File: src/hdl/bsg_ram.sv
// Simple dual-port synchronous RAM, one write and one registered read port.
module bsg_ram #(
  parameter int DEPTH = 16,
  parameter int WIDTH = 16,
  localparam int AW = (DEPTH > 1) ? $clog2(DEPTH) : 1
) (
  input  logic             clk_i,
  input  logic             we_i,
  input  logic [AW-1:0]    waddr_i,
  input  logic [WIDTH-1:0] wdata_i,
  input  logic [AW-1:0]    raddr_i,
  output logic [WIDTH-1:0] rdata_o
);

  logic [WIDTH-1:0] mem_q [DEPTH];
  logic [WIDTH-1:0] rdata_q;

  always_ff @(posedge clk_i) begin
    if (we_i) begin
      mem_q[waddr_i] <= wdata_i;
    end
  end

  always_ff @(posedge clk_i) begin
    rdata_q <= mem_q[raddr_i];
  end

  assign rdata_o = rdata_q;

endmodule

File: config.mk
export PLATFORM = sky130hd
export DESIGN_NAME = bsg_ram
export DESIGN_NICKNAME = d
export VERILOG_FILES = /design/src/hdl/bsg_ram.sv
export SDC_FILE = /design/constraint.sdc
export NUM_CORES = 1
export LEC_CHECK = 0
export ABC_AREA = 0
export BUFFER_PORTS_ARGS = -buffer_cell sky130_fd_sc_hd__clkbuf_2
export CAP_MARGIN = 20
export CORE_ASPECT_RATIO = 1.2
export CORE_MARGIN = 1.5
export CORE_UTILIZATION = 45
export DETAILED_ROUTE_END_ITERATION = 10
export PLACE_DENSITY = 0.71
export SYNTH_ARGS = -nofsm -noshare
export SYNTH_HDL_FRONTEND = slang
export SYNTH_SLANG_ARGS = --single-unit
File: constraint.sdc
create_clock -name clk_i -period 2.46 [get_ports clk_i]
set_clock_uncertainty 0.1 [all_clocks]
set_input_delay 0.246 -clock clk_i [delete_from_list [all_inputs] [get_ports clk_i]]
set_output_delay 0.246 -clock clk_i [all_outputs]
set_load 0.01 [all_outputs]
* Yosys cells after proc, flatten, opt, wreduce, memory -nomap -nowiden
Memories as Yosys holds them, arrays and structs flattened. A register that Yosys moved wholly into a read port is not among the register bits.
Cells that the tools add are included.
** Operators by class
- Multiplexer cells :: 2
** Operators with widths (count)
- $mux W1 :: 2
** Storage, ports and cells
- Flip-flop bits (word level) :: 0
- Input port bits :: 26
- Word-level logic and storage cells :: 3
- Output and inout bits :: 16
- Memories kept :: 1
- Bits in writable memories :: 256
** Memories
- mem_q :: words 16, bits a word 16, rd ports 1, clocked after memory_dff 1, write ports 1, line 15 : logic [WIDTH-1:0] mem_q [DEPTH];

* Depth between registers and ports, before layout
- Word-level depth :: 2
- Mapped depth :: 5

* Worst setup path after synthesis
OpenSTA, ideal clock, no wires.
- Path kind :: input port to flip-flop
- Start :: input waddr_i[2]
- End :: memory mem_q[0][0] (enable)
- Path buffers :: 0
- Path slack :: 0.059 ns
- Data required time :: 1.951 ns
- Stages :: 2
- Data arrival time :: 1.892 ns
- Cell sequence :: or3b_2 nor3_1
** RTL lines
- start: declaration :: line 9 : input logic [AW-1:0] waddr_i,
- end: declaration :: line 15
Straight into the memory's write port.

==> flow_summary_export.csv <==
group,metric,value,unit
cts,htreeDepth,1,
power,swShare,20.1,%
yosys,netlist_instances,432,
route,totalWireLength,19200,um
placed_design,routabilityCongestion,0.719,
power,combPwrFrac,5.0,%
timing,period_share,58.2,%
grt,use_met3,2.19,%
cts,root_buffer,"clkbuf_16",
placed_design,dp_hpwl,10600,um
setup_path,crit_chain,"mux4_2, a22oi_1, nand2_1",
route,final_antenna_net_count,0,
cts,cts.clk_slew.worst_paths,0.07,ns
yosys,netlist.area_leader.share,76.5,%
final_layout,final_area,11500,um^2
route,dr.pass1.iters,7,
grt,antenna_found_initial,0,
yosys,synth_nets,458,
cts,cts_tree,"yes",
cts,post_cts_resized,0,
setup_path,critPathSlowestCell,"mux4_2",
power,ir_worst_vdd,0.000526,V
status,failed_checks,"design-rule violations",
power,p_switching,0.00187,W
final_layout,nets,530,
grt,grtUsageTotal,17.1,%
grt,grt_busiest_layer,"met2",
cts,hold_buffers,0,
power,p_seq_share,56.2,%
final_layout,layout_commonest_cell,"edfxtp_1",
cts,cts_setup_buffers,0,
yosys,synth_top_area_cell,"edfxtp_1",
timing,drv_slew,0,
flow_run,max_cap_violations,0,
timing,tightestPinTransition,0.392,ns
route,num_vias,4624,
power,clockPowerShare,38.8,%
setup_path,cp-end-kind,"flip-flop",
setup_path,path_max_fanout,1,
placed_design,port_buffers,41,
grt,use_met1,23.0,%
setup_path,path_delay_family,"multiplexers",
floorplan,coreArea,21800,um^2
final_layout,final_util,52.9,%
timing,finalSetupViolCount,0,
cts,clock_sinks,272,
setup_path,critPathMaxStageDelay,0.50,ns
grt,grt_use_met2,29.0,%
timing,relSlewSlack,73.9,%
placed_design,post_dp_cell_area,10800,um^2
route,drt_iter0_markers,391,
yosys,synth_cell_types,19,
yosys,ys_seq_area_share,79.7,%
timing,finalHoldViolCount,0,
power,power.density,804,nW/um^2
yosys,synth_seq_cells,272,
grt,first_global_vias,4891,
cts,cts_max_path_buffers,3,
final_layout,final_cell_mix,"256 x edfxtp_1, 54 x mux4_2, 40 x clkbuf_2",
final_layout,drive_above_1_share,33.3,%
min_path,hold_path_class,"in2reg",
setup_path,startpoint_type,"flip-flop",
status,outcome,"complete, but fails checks",
power,p_leak,3.76,nW
yosys,ys_top_cells_by_area,"edfxtp_1 77%, mux4_2 12%, dfxtp_1 3.2%",
timing,rsz0062_at_grt,"no",
route,routedWlPerCell,24.1,um
yosys,yosysWarnings,0,
grt,grt_start_max_net_pins,65,
floorplan,row_count,59,
route,drc,2,
floorplan,die-area,23200,um^2
timing,fin_setup_tns,0,ns
power,p_int,0.00740,W
floorplan,die_y,167,um
final_layout,diodes,0,
timing,fin_crit,1.43,ns
setup_path,critPathRequiredTime,2.75,ns
grt,grt_overflow,0,
route,via_per_inst,5.81,
cts,clock_latency,0.52,ns
grt,grt_pass1_wl,29400,um
cts,cts_buffers,25,
yosys,avgSynthCellArea,23.2,um^2
setup_path,worstSetupPathType,"reg2reg",
final_layout,syn_to_final_growth,14.8,%
timing,clock.fmax,698,MHz
setup_path,critical_path_arrival,1.72,ns
yosys,syn_area,10000,um^2
floorplan,start_util,46.1,%
floorplan,ios,42,
setup_path,worstPathBufferInverterCount,0,
floorplan,die_w,139,um
-- logic make-up (layout without fill, tap and decap cells) --
| group | Yosys count | in the layout | share of synthesized area (%) |
|---|---|---|---|
| flops | 272 | 272 | 79.7 |
| simple gates | 43 | 43 | 1.92 |
| mux | 64 | 64 | 14.7 |
| compound gates | 32 | 32 | 2.39 |
| buf+inv | 21 | 111 | 1.23 |
-- power groups by stage --
stage | sequential, W | clock, W | combinational [W]
after floorplan | 0.00532 | 0 | 0.000253
after global placement | 0.00530 | 0 | 0.000453
after detailed placement | 0.00531 | 0 | 0.000467
after CTS | 0.00521 | 0.00368 | 0.000468
after global routing | 0.00522 | 0.00385 | 0.000499
final | 0.00521 | 0.00360 | 0.000460
-- path summary, 6_finish.rpt --
path | slack, ns | endpoint | from | depth (start not counted)
setup / recovery | 1.03 | rdata_o[8] | mem_q[3][8] | 3
hold / removal | 0.02 | mem_q[2][13] | wdata_i[13] | 1
setup reg to reg | 1.03 | rdata_o[8] | mem_q[3][8] | 3
hold reg to reg | 0.57 | rdata_o[11] | mem_q[15][11] | 3
-- per-stage QoR --
stage | hold slack [ns] | total power, W | setup slack (ns) | instances
global route | 0.0379 | 0.00957 | 0.983 | 796
finish | 0.0235 | 0.00927 | 1.03 | 796
detailed placement | 0.536 | 0.00578 | 0.582 | 751
CTS | 0.00259 | 0.00936 | 1.01 | 796
floorplan | 0.245 | 0.00557 | 0.0589 | 432
global placement | 0.514 | 0.00576 | 0.592 | 751
-- flip-flops by register name, summed over array words and instances (netlist names) --
register,flops
mem_q,256
rdata_o,16
-- cells in the mapped netlist, drive strengths merged --
library cell and n:
edfxtp 256, mux4 64, and2 1, clkbuf 8, nand2 17, nor2b 2
dfxtp 16, nand3b 2, nor2 13, buf 13, nand2b 2, nand3 1
or3b 1, a22oi 32, nor3 4
-- per-layer routing --
layer / vias up / share of wire [%]
li1: 1979 / -
met1: 2454 / 40
met2: 155 / 51
met3: 36 / 6.4
met4: 0 / 2.5
met5: - / 0
-- cell type report --
| cell class | count | area (um^2) |
|---|---|---|
| multi-input combinational | 139 | 1960 |
| sequential | 272 | 8010 |
| timing repair buffer | 66 | 445 |
| clock buffer | 34 | 669 |
| fill | 1622 | 10300 |
| clock inverter | 11 | 98.8 |
| tap | 274 | 343 |
-- worst reg2reg max path: stages (launching register included) --
cell and delay [ns]:
edfxtp_1 0.39, mux4_2 0.50, a22oi_1 0.21, nand2_1 0.11
No activity file was read; power rests on OpenSTA's default activity.
