## src/hdl/bsg_pkg.sv

```systemverilog
// Shared types, constants and reset values for the binary sign GEMV block.
package bsg_pkg;

  localparam int ROWS_MAX_DEF      = 16;
  localparam int COLS_MAX_DEF      = 256;
  localparam int OUTLIER_DEPTH_DEF = 64;

  localparam int SAMPLE_W   = 16;
  localparam int SCALE_W    = 16;
  localparam int MSUM_W     = 24;
  localparam int PROD_W     = 48;
  localparam int ROW_IDX_W  = 4;
  localparam int OUT_DATA_W = 56;

  localparam int ROWS_CFG_W = 5;
  localparam int COLS_CFG_W = 9;
  localparam int THR_W      = 15;
  localparam int CFG_DATA_W = 15;
  localparam int CFG_IDX_W  = 2;

  localparam logic [ROWS_CFG_W-1:0] ROWS_RST = 5'd16;
  localparam logic [COLS_CFG_W-1:0] COLS_RST = 9'd256;
  localparam logic [THR_W-1:0]      THR_RST  = 15'h7FFF;

  localparam logic [CFG_IDX_W-1:0] CFG_NUM_ROWS  = 2'd0;
  localparam logic [CFG_IDX_W-1:0] CFG_NUM_COLS  = 2'd1;
  localparam logic [CFG_IDX_W-1:0] CFG_THRESHOLD = 2'd2;

  localparam logic ACT_WEIGHT = 1'b0;
  localparam logic ACT_VECTOR = 1'b1;

  localparam longint PROD_MAX = 64'sh0000_7FFF_FFFF_FFFF;
  localparam longint PROD_MIN = -PROD_MAX - 64'sd1;

  typedef enum logic [3:0] {
    ST_IDLE,
    ST_RENORM,
    ST_DIV,
    ST_ROW,
    ST_COL_RD,
    ST_COL_ACC,
    ST_SCALE,
    ST_OUT_RD,
    ST_OUT_SEL,
    ST_OUT_MUL,
    ST_OUT_ADD,
    ST_EMIT
  } state_e;

endpackage

```

## src/hdl/bsg_div.sv

```systemverilog
// Restoring divider, one quotient bit per cycle, for the row scale.
module bsg_div #(
  parameter int DIV_W = 9
) (
  input  logic                      clk_i,
  input  logic                      rst_ni,
  input  logic                      start_i,
  input  logic [bsg_pkg::MSUM_W-1:0] dividend_i,
  input  logic [DIV_W-1:0]          divisor_i,
  output logic                      done_o,
  output logic [bsg_pkg::MSUM_W-1:0] quot_o
);

  localparam int CNT_W = $clog2(bsg_pkg::MSUM_W + 1);

  logic                       busy_q, busy_d;
  logic                       done_q, done_d;
  logic [CNT_W-1:0]           cnt_q, cnt_d;
  logic [DIV_W:0]             rem_q, rem_d;
  logic [bsg_pkg::MSUM_W-1:0] quo_q, quo_d;
  logic [DIV_W-1:0]           dvs_q, dvs_d;
  logic [DIV_W:0]             rem_sh;
  logic                       ge;

  assign rem_sh = {rem_q[DIV_W-1:0], quo_q[bsg_pkg::MSUM_W-1]};
  assign ge     = rem_sh >= {1'b0, dvs_q};

  always_comb begin
    busy_d = busy_q;
    done_d = 1'b0;
    cnt_d  = cnt_q;
    rem_d  = rem_q;
    quo_d  = quo_q;
    dvs_d  = dvs_q;
    if (start_i) begin
      busy_d = 1'b1;
      cnt_d  = CNT_W'(bsg_pkg::MSUM_W);
      rem_d  = '0;
      quo_d  = dividend_i;
      dvs_d  = divisor_i;
    end else if (busy_q) begin
      rem_d = ge ? (rem_sh - {1'b0, dvs_q}) : rem_sh;
      quo_d = {quo_q[bsg_pkg::MSUM_W-2:0], ge};
      cnt_d = cnt_q - CNT_W'(1);
      if (cnt_q == CNT_W'(1)) begin
        busy_d = 1'b0;
        done_d = 1'b1;
      end
    end
  end

  always_ff @(posedge clk_i or negedge rst_ni) begin
    if (!rst_ni) begin
      busy_q <= 1'b0;
      done_q <= 1'b0;
      cnt_q  <= '0;
    end else begin
      busy_q <= busy_d;
      done_q <= done_d;
      cnt_q  <= cnt_d;
    end
  end

  always_ff @(posedge clk_i) begin
    rem_q <= rem_d;
    quo_q <= quo_d;
    dvs_q <= dvs_d;
  end

  assign done_o = done_q;
  assign quot_o = quo_q;

endmodule
```

## config.mk

```make
export PLATFORM = sky130hd
export DESIGN_NAME = bsg_div
export DESIGN_NICKNAME = d
export VERILOG_FILES = /design/src/hdl/bsg_pkg.sv /design/src/hdl/bsg_div.sv
export SDC_FILE = /design/constraint.sdc
export NUM_CORES = 1
export LEC_CHECK = 0
export ABC_AREA = 1
export BUFFER_PORTS_ARGS = -buffer_cell sky130_fd_sc_hd__buf_2
export CAP_MARGIN = 20
export CORE_ASPECT_RATIO = 1.25
export CORE_UTILIZATION = 45
export CTS_CLUSTER_DIAMETER = 50
export DETAILED_ROUTE_END_ITERATION = 10
export PLACE_DENSITY = 0.79
export REMOVE_ABC_BUFFERS = 1
export SLEW_MARGIN = 10
export SYNTH_ARGS = -nofsm -noshare
export SYNTH_HDL_FRONTEND = slang
export SYNTH_SLANG_ARGS = --single-unit
```

## constraint.sdc

```tcl
create_clock -name clk_i -period 1.8 [get_ports clk_i]
set_input_delay 0.36 -clock clk_i [delete_from_list [all_inputs] [get_ports clk_i]]
set_output_delay 0.36 -clock clk_i [all_outputs]
set_load 0.03 [all_outputs]
```

Yosys cells after proc, flatten, opt, wreduce, memory -nomap -nowiden
Cells that the tools add are included.
{"block": "word_totals", "regBits": 49, "latchBits": 0, "ramBits": 0, "rom_bits": 0, "in_bits": 36, "output_inout_bits": 25, "elab_cells": 22, "n_memories": 0}
{"block": "op_classes", "addsub": 2, "mul": 0, "div_mod_pow": 0, "n_lt_le_gt_ge": 1, "n_eq_ne": 1, "shifts": 0, "mux": 11, "bitwise_logic": 0, "n_reduce_logical": 1}
{"operator": "24-bit 2-to-1 mux", "count": 2}
{"operator": "10-bit by 9-bit greater-or-equal comparator with 1-bit output", "count": 1}
{"operator": "5-bit 2-to-1 mux", "count": 2}
{"operator": "9-bit 2-to-1 mux", "count": 1}
{"operator": "9-bit subtractor", "count": 1}
{"operator": "1-bit 2-to-1 mux", "count": 6}
{"operator": "5-bit by 1-bit == test with 1-bit output (second input constant)", "count": 1}
{"operator": "5-bit by 1-bit subtractor with 5-bit output (second input constant)", "count": 1}
{"operator": "2-bit nonzero test", "count": 1}

Depth between registers and ports, before layout
{"block": "depth", "depth_word": 4, "ltp_mapped": 13, "mapped_depth_nobuf": 13}

Least setup slack after synthesis
OpenSTA, ideal clock, no wires.
{"block": "synth_timing", "kind": "reg2reg", "from": "reg quo_q, in the netlist quot_o[23]", "to": "reg quo_q, in the netlist quot_o[0], data pin", "setup_ns": 0.262, "arrival_ns": 1.747, "required_time_ns": 1.538, "path_slack_ns": -0.210, "path_stages_with_launch": 10, "path_buffers": 1, "synth_period_minus_slack_ns": 2.010, "path_cell_list": "edfxtp_1 inv_1 ha_1 inv_1 fa_1 nand4_1 nand2_1 nand2_2 buf_6 a31oi_1"}
{"block": "synth_via", "elab_chain_cells": 3}
{"item": "from (decl)", "line": "bsg_div.sv:20", "source": "logic [bsg_pkg::MSUM_W-1:0] quo_q, quo_d;"}
{"item": "from (signal assigned)", "line": "bsg_div.sv:66", "source": "quo_q <= quo_d;"}
{"item": "10-bit by 9-bit greater-or-equal comparator with 1-bit output", "line": "bsg_div.sv:26", "source": "assign ge = rem_sh >= {1'b0, dvs_q};"}
{"item": "24-bit 2-to-1 mux", "line": "bsg_div.sv:41", "source": "end else if (busy_q) begin"}
{"item": "24-bit 2-to-1 mux", "line": "bsg_div.sv:35", "source": "if (start_i) begin"}
{"item": "via quo_d (one bit)", "line": "bsg_div.sv:20"}
The timed path passes the listed nets, and every way through them passes these cells. The select of a mux whose other input is x is not followed.
A chain may end at the register's enable or synchronous reset.

Final worst setup path
{"block": "layout_timing", "from": "reg quo_q, in the netlist quot_o[23]", "to": "reg rem_q[2]"}
{"block": "layout_via", "elab_chain_cells": 2, "elab_cells_between_ends": 3, "classes_between": "add/sub (1); order compare (1); mux (1)"}
{"item": "9-bit subtractor / 10-bit by 9-bit greater-or-equal comparator with 1-bit output (equally long branches)", "line": "bsg_div.sv:42, bsg_div.sv:26"}
{"item": "9-bit 2-to-1 mux (*)", "line": "bsg_div.sv:42", "source": "rem_d = ge ? (rem_sh - {1'b0, dvs_q}) : rem_sh;"}
{"item": "to (signal assigned)", "line": "bsg_div.sv:65", "source": "rem_q <= rem_d;"}
{"item": "to (decl)", "line": "bsg_div.sv:19", "source": "logic [DIV_W:0] rem_q, rem_d;"}
Mark *: on every way between the ends. The rest lies on a longest branch, timed or not.

==> results.toml <==
[outcome]
status = "finished with violations"
violations = "setup timing"

[clock_network]
ctsLongestPathBuffers = 2
cts_buffers = 5
clock_sinks = 49
cts_tree = "built"
cts.reportedPaths.clkPinSlew_ns = 0.08
ctsRootBufferMaster = "clkbuf_8"
htree_levels = 2
clk_latency_ns = 0.30

[sta]
hold_ws_ns = 0.2298
finalSetupViolCount = 7
worstMarginPinSlew_ns = 0.3628
finalHoldViolCount = 0
setup_ws_ns = -0.03146
slew_viol_final = 0
fin_crit_sh = 1.017
max_clock_freq_ghz = 0.5460
rsz0062_at_grt = "yes"
fin_skew_ns = 0.002655
fin_crit_ns = 1.831
max_slew_margin = 0.7563

[layout]
synthToLayoutAreaGrowth_pct = 23.80
mostFrequentLayoutCells = "133 x nand2_1, 60 x buf_2, 40 x inv_1"
n_fill_cell = 467
nets = 436
finish.instance_area_sq_mm = 0.003254
drive_gt1_frac = 0.2802
n_antenna_cell = 0
final_common_cell = "nand2_1"

[placed_design]
portBuffers = 60
place_ws_ns = -0.07134
place_area_sq_mm = 0.003037
dp_hpwl_um = 4065
gp_congestion = 0.8296

[detailed_routing]
highest_layer = "met4"
wirelength_um = 5651
wl_per_cell_um = 12.47
drt_iter0_drc = 64
wirelength_met1_um = 2429
drc = 0
met2_length_um = 2847
drt_first_pass_iters = 4
wl_met3_um = 250
vias = 2223
ant_nets = 0
vias_per_cell = 4.907

[critical_path]
endpoint = "rem_q[2]$_SDFFE_PP0P_"
critPathLaunch = "quot_o[23]$_DFFE_PP_"
path_buf_inv = 3
slowest_delay_ns = 0.42
startpoint_type = "register"
path_class = "reg2reg"
arrival_ns = 2.03
critPathCaptureType = "register"
crit_fanout = 4
path_cells = "inv_2 > ha_4 > inv_2 > fa_2 > nand4_1 > nand2_2 > nand2_4 > clkbuf_16 > nand3_2 > nand3_2 > nand2_1"
r2r-end = "rem_q[2]$_SDFFE_PP0P_"
crit_family = "adder cells"
crit_cells = 11
required_ns = 2.00
rrSetupSlack_ns = -0.03
reg2reg_depth = 11
r2r_start = "quot_o[23]$_DFFE_PP_"
slowest_stage = "edfxtp_1"

[worst_hold_path]
hold_path.class = "in2reg"

[global_routing]
grt_max_degree = 28
grt_pass1_wl_um = 9156
grt_remaining_overflow = 0
track_usage = 0.1885
antenna_found_initial = 0
grt_pass1_vias = 2188

[floorplanning]
coreArea_sq_mm = 0.005518
die_h_um = 87.46
io-pin-count = 61
dieArea_sq_mm = 0.006153
die_x_um = 70.36
initial_utilization = 0.4764
core.rowCount = 30

[power_and_ir_drop]
powerDensity_mw_per_mm2 = 1272
p_leak_nw = 1.768
vdd_drop_max_uv = 760.6

[synthesis]
syn_inst = 313
synth_seq_cells = 49
ys_seq_area_frac = 0.5121
ys_types = 28
syn_avg_cell_area_sq_um = 8.399
synth_warnings = 0
syn_area_sq_mm = 0.002629

[run]
maxCapViolations = 0
-- final cells by class --
cell class                 instances  area, sq um  share of cell area
clock buffer                       8        90.09             0.02768
inverter                          44        165.2             0.05075
multi-input combinational        210         1105              0.3395
sequential                        49         1346              0.4137
tap                               64        80.08             0.02461
timing repair buffer              78        467.9              0.1438
-- per-stage QoR --
stage	power [mW]	setup TNS, ns	cells	util
floorplan	2.813	-2.663	303	-
global placement	3.211	-0.04516	438	0.5503
detailed placement	3.269	-0.5551	438	0.5503
CTS	3.946	-0.06121	448	0.5703
global route	4.406	-0.8666	453	0.5898
finish	4.138	-0.1227	453	0.5898
-- routing by layer --
layer,GRT usage,up-vias
met4,0.08182,0
met5,0,-
met2,0.3325,71
met1,0.2275,1006
li1,-,1135
met3,0.02894,11
-- worst min path at each step --
stage                            start              endpoint  slack (ns)  cells past startpoint
after floorplan                 rst_ni      busy_q$_DFF_PN0_        0.06                      0
after global placement          rst_ni  cnt_q[3]$_DFFE_PN0P_        0.20                      1
after detailed placement        rst_ni      done_o$_DFF_PN0_        0.20                      1
after CTS                 divisor_i[1]    dvs_q[1]$_DFFE_PP_        0.22                      1
after global routing      divisor_i[7]    dvs_q[7]$_DFFE_PP_        0.22                      1
final                     divisor_i[6]    dvs_q[6]$_DFFE_PP_        0.23                      1
-- logic make-up (layout without fill, tap and decap cells) --
logic type                 after synthesis  after routing  synth area share
adders and majority gates               12             12           0.05997
DFF                                     49             49            0.5121
xor gates and xnor gates                 3              3          0.009997
AOI/OAI and AO/OA                       13             13           0.02809
buffers and inverters                   54            130           0.08853
and+or+nand+nor                        182            182            0.3013
-- report_power, final --
part	internal, mW	leakage [nW]	switching, mW
Combinational	0.785	1.22	1.14
Clock	0.314	0.0455	0.350
Sequential	1.40	0.506	0.147
-- repair_timing --
action | in CTS | in global routing
pin swaps | 0 | 11
gates resized for setup | 3 | 11
hold endpoints to repair | 7 | 0
gates cloned | 0 | 1
setup endpoints to repair | 10 | 10
hold buffers | 1 | 0
buffers inserted | 1 | 4
-- synth_stat cells --
| cell | instances | area, sq um |
|---|---|---|
| nand2_2 | 4 | 25.02 |
| clkinv_1 | 2 | 7.510 |
| nand3_2 | 9 | 90.09 |
| clkbuf_1 | 5 | 18.77 |
| ha_1 | 11 | 137.6 |
| o21ai_0 | 4 | 20.02 |
| clkbuf_8 | 1 | 13.76 |
| nor3_1 | 1 | 5.000 |
| o22ai_1 | 1 | 6.260 |
| nand2_1 | 134 | 503.0 |
| dfrtp_1 | 7 | 175.2 |
| xnor2_1 | 3 | 26.28 |
| dfxtp_1 | 9 | 180.2 |
| a21oi_2 | 1 | 8.760 |
| nor2_1 | 12 | 45.04 |
| buf_2 | 1 | 5.000 |
| nor4_1 | 1 | 6.260 |
| buf_6 | 2 | 22.52 |
| nand4_1 | 3 | 18.77 |
| inv_1 | 42 | 157.7 |
| fa_1 | 1 | 20.02 |
| a21oi_1 | 5 | 25.02 |
| a21o_1 | 1 | 7.510 |
| buf_4 | 1 | 7.510 |
| a31oi_1 | 1 | 6.260 |
| nor2b_4 | 1 | 13.76 |
| nand3_1 | 17 | 85.08 |
| edfxtp_1 | 33 | 991.0 |
-- flip-flops by register name, indices dropped and copies added (netlist names) --
signal  cells
rem_q       9
done_o      1
dvs_q       9
busy_q      1
quot_o     24
cnt_q       5
No activity file was read; power rests on OpenSTA's default activity.
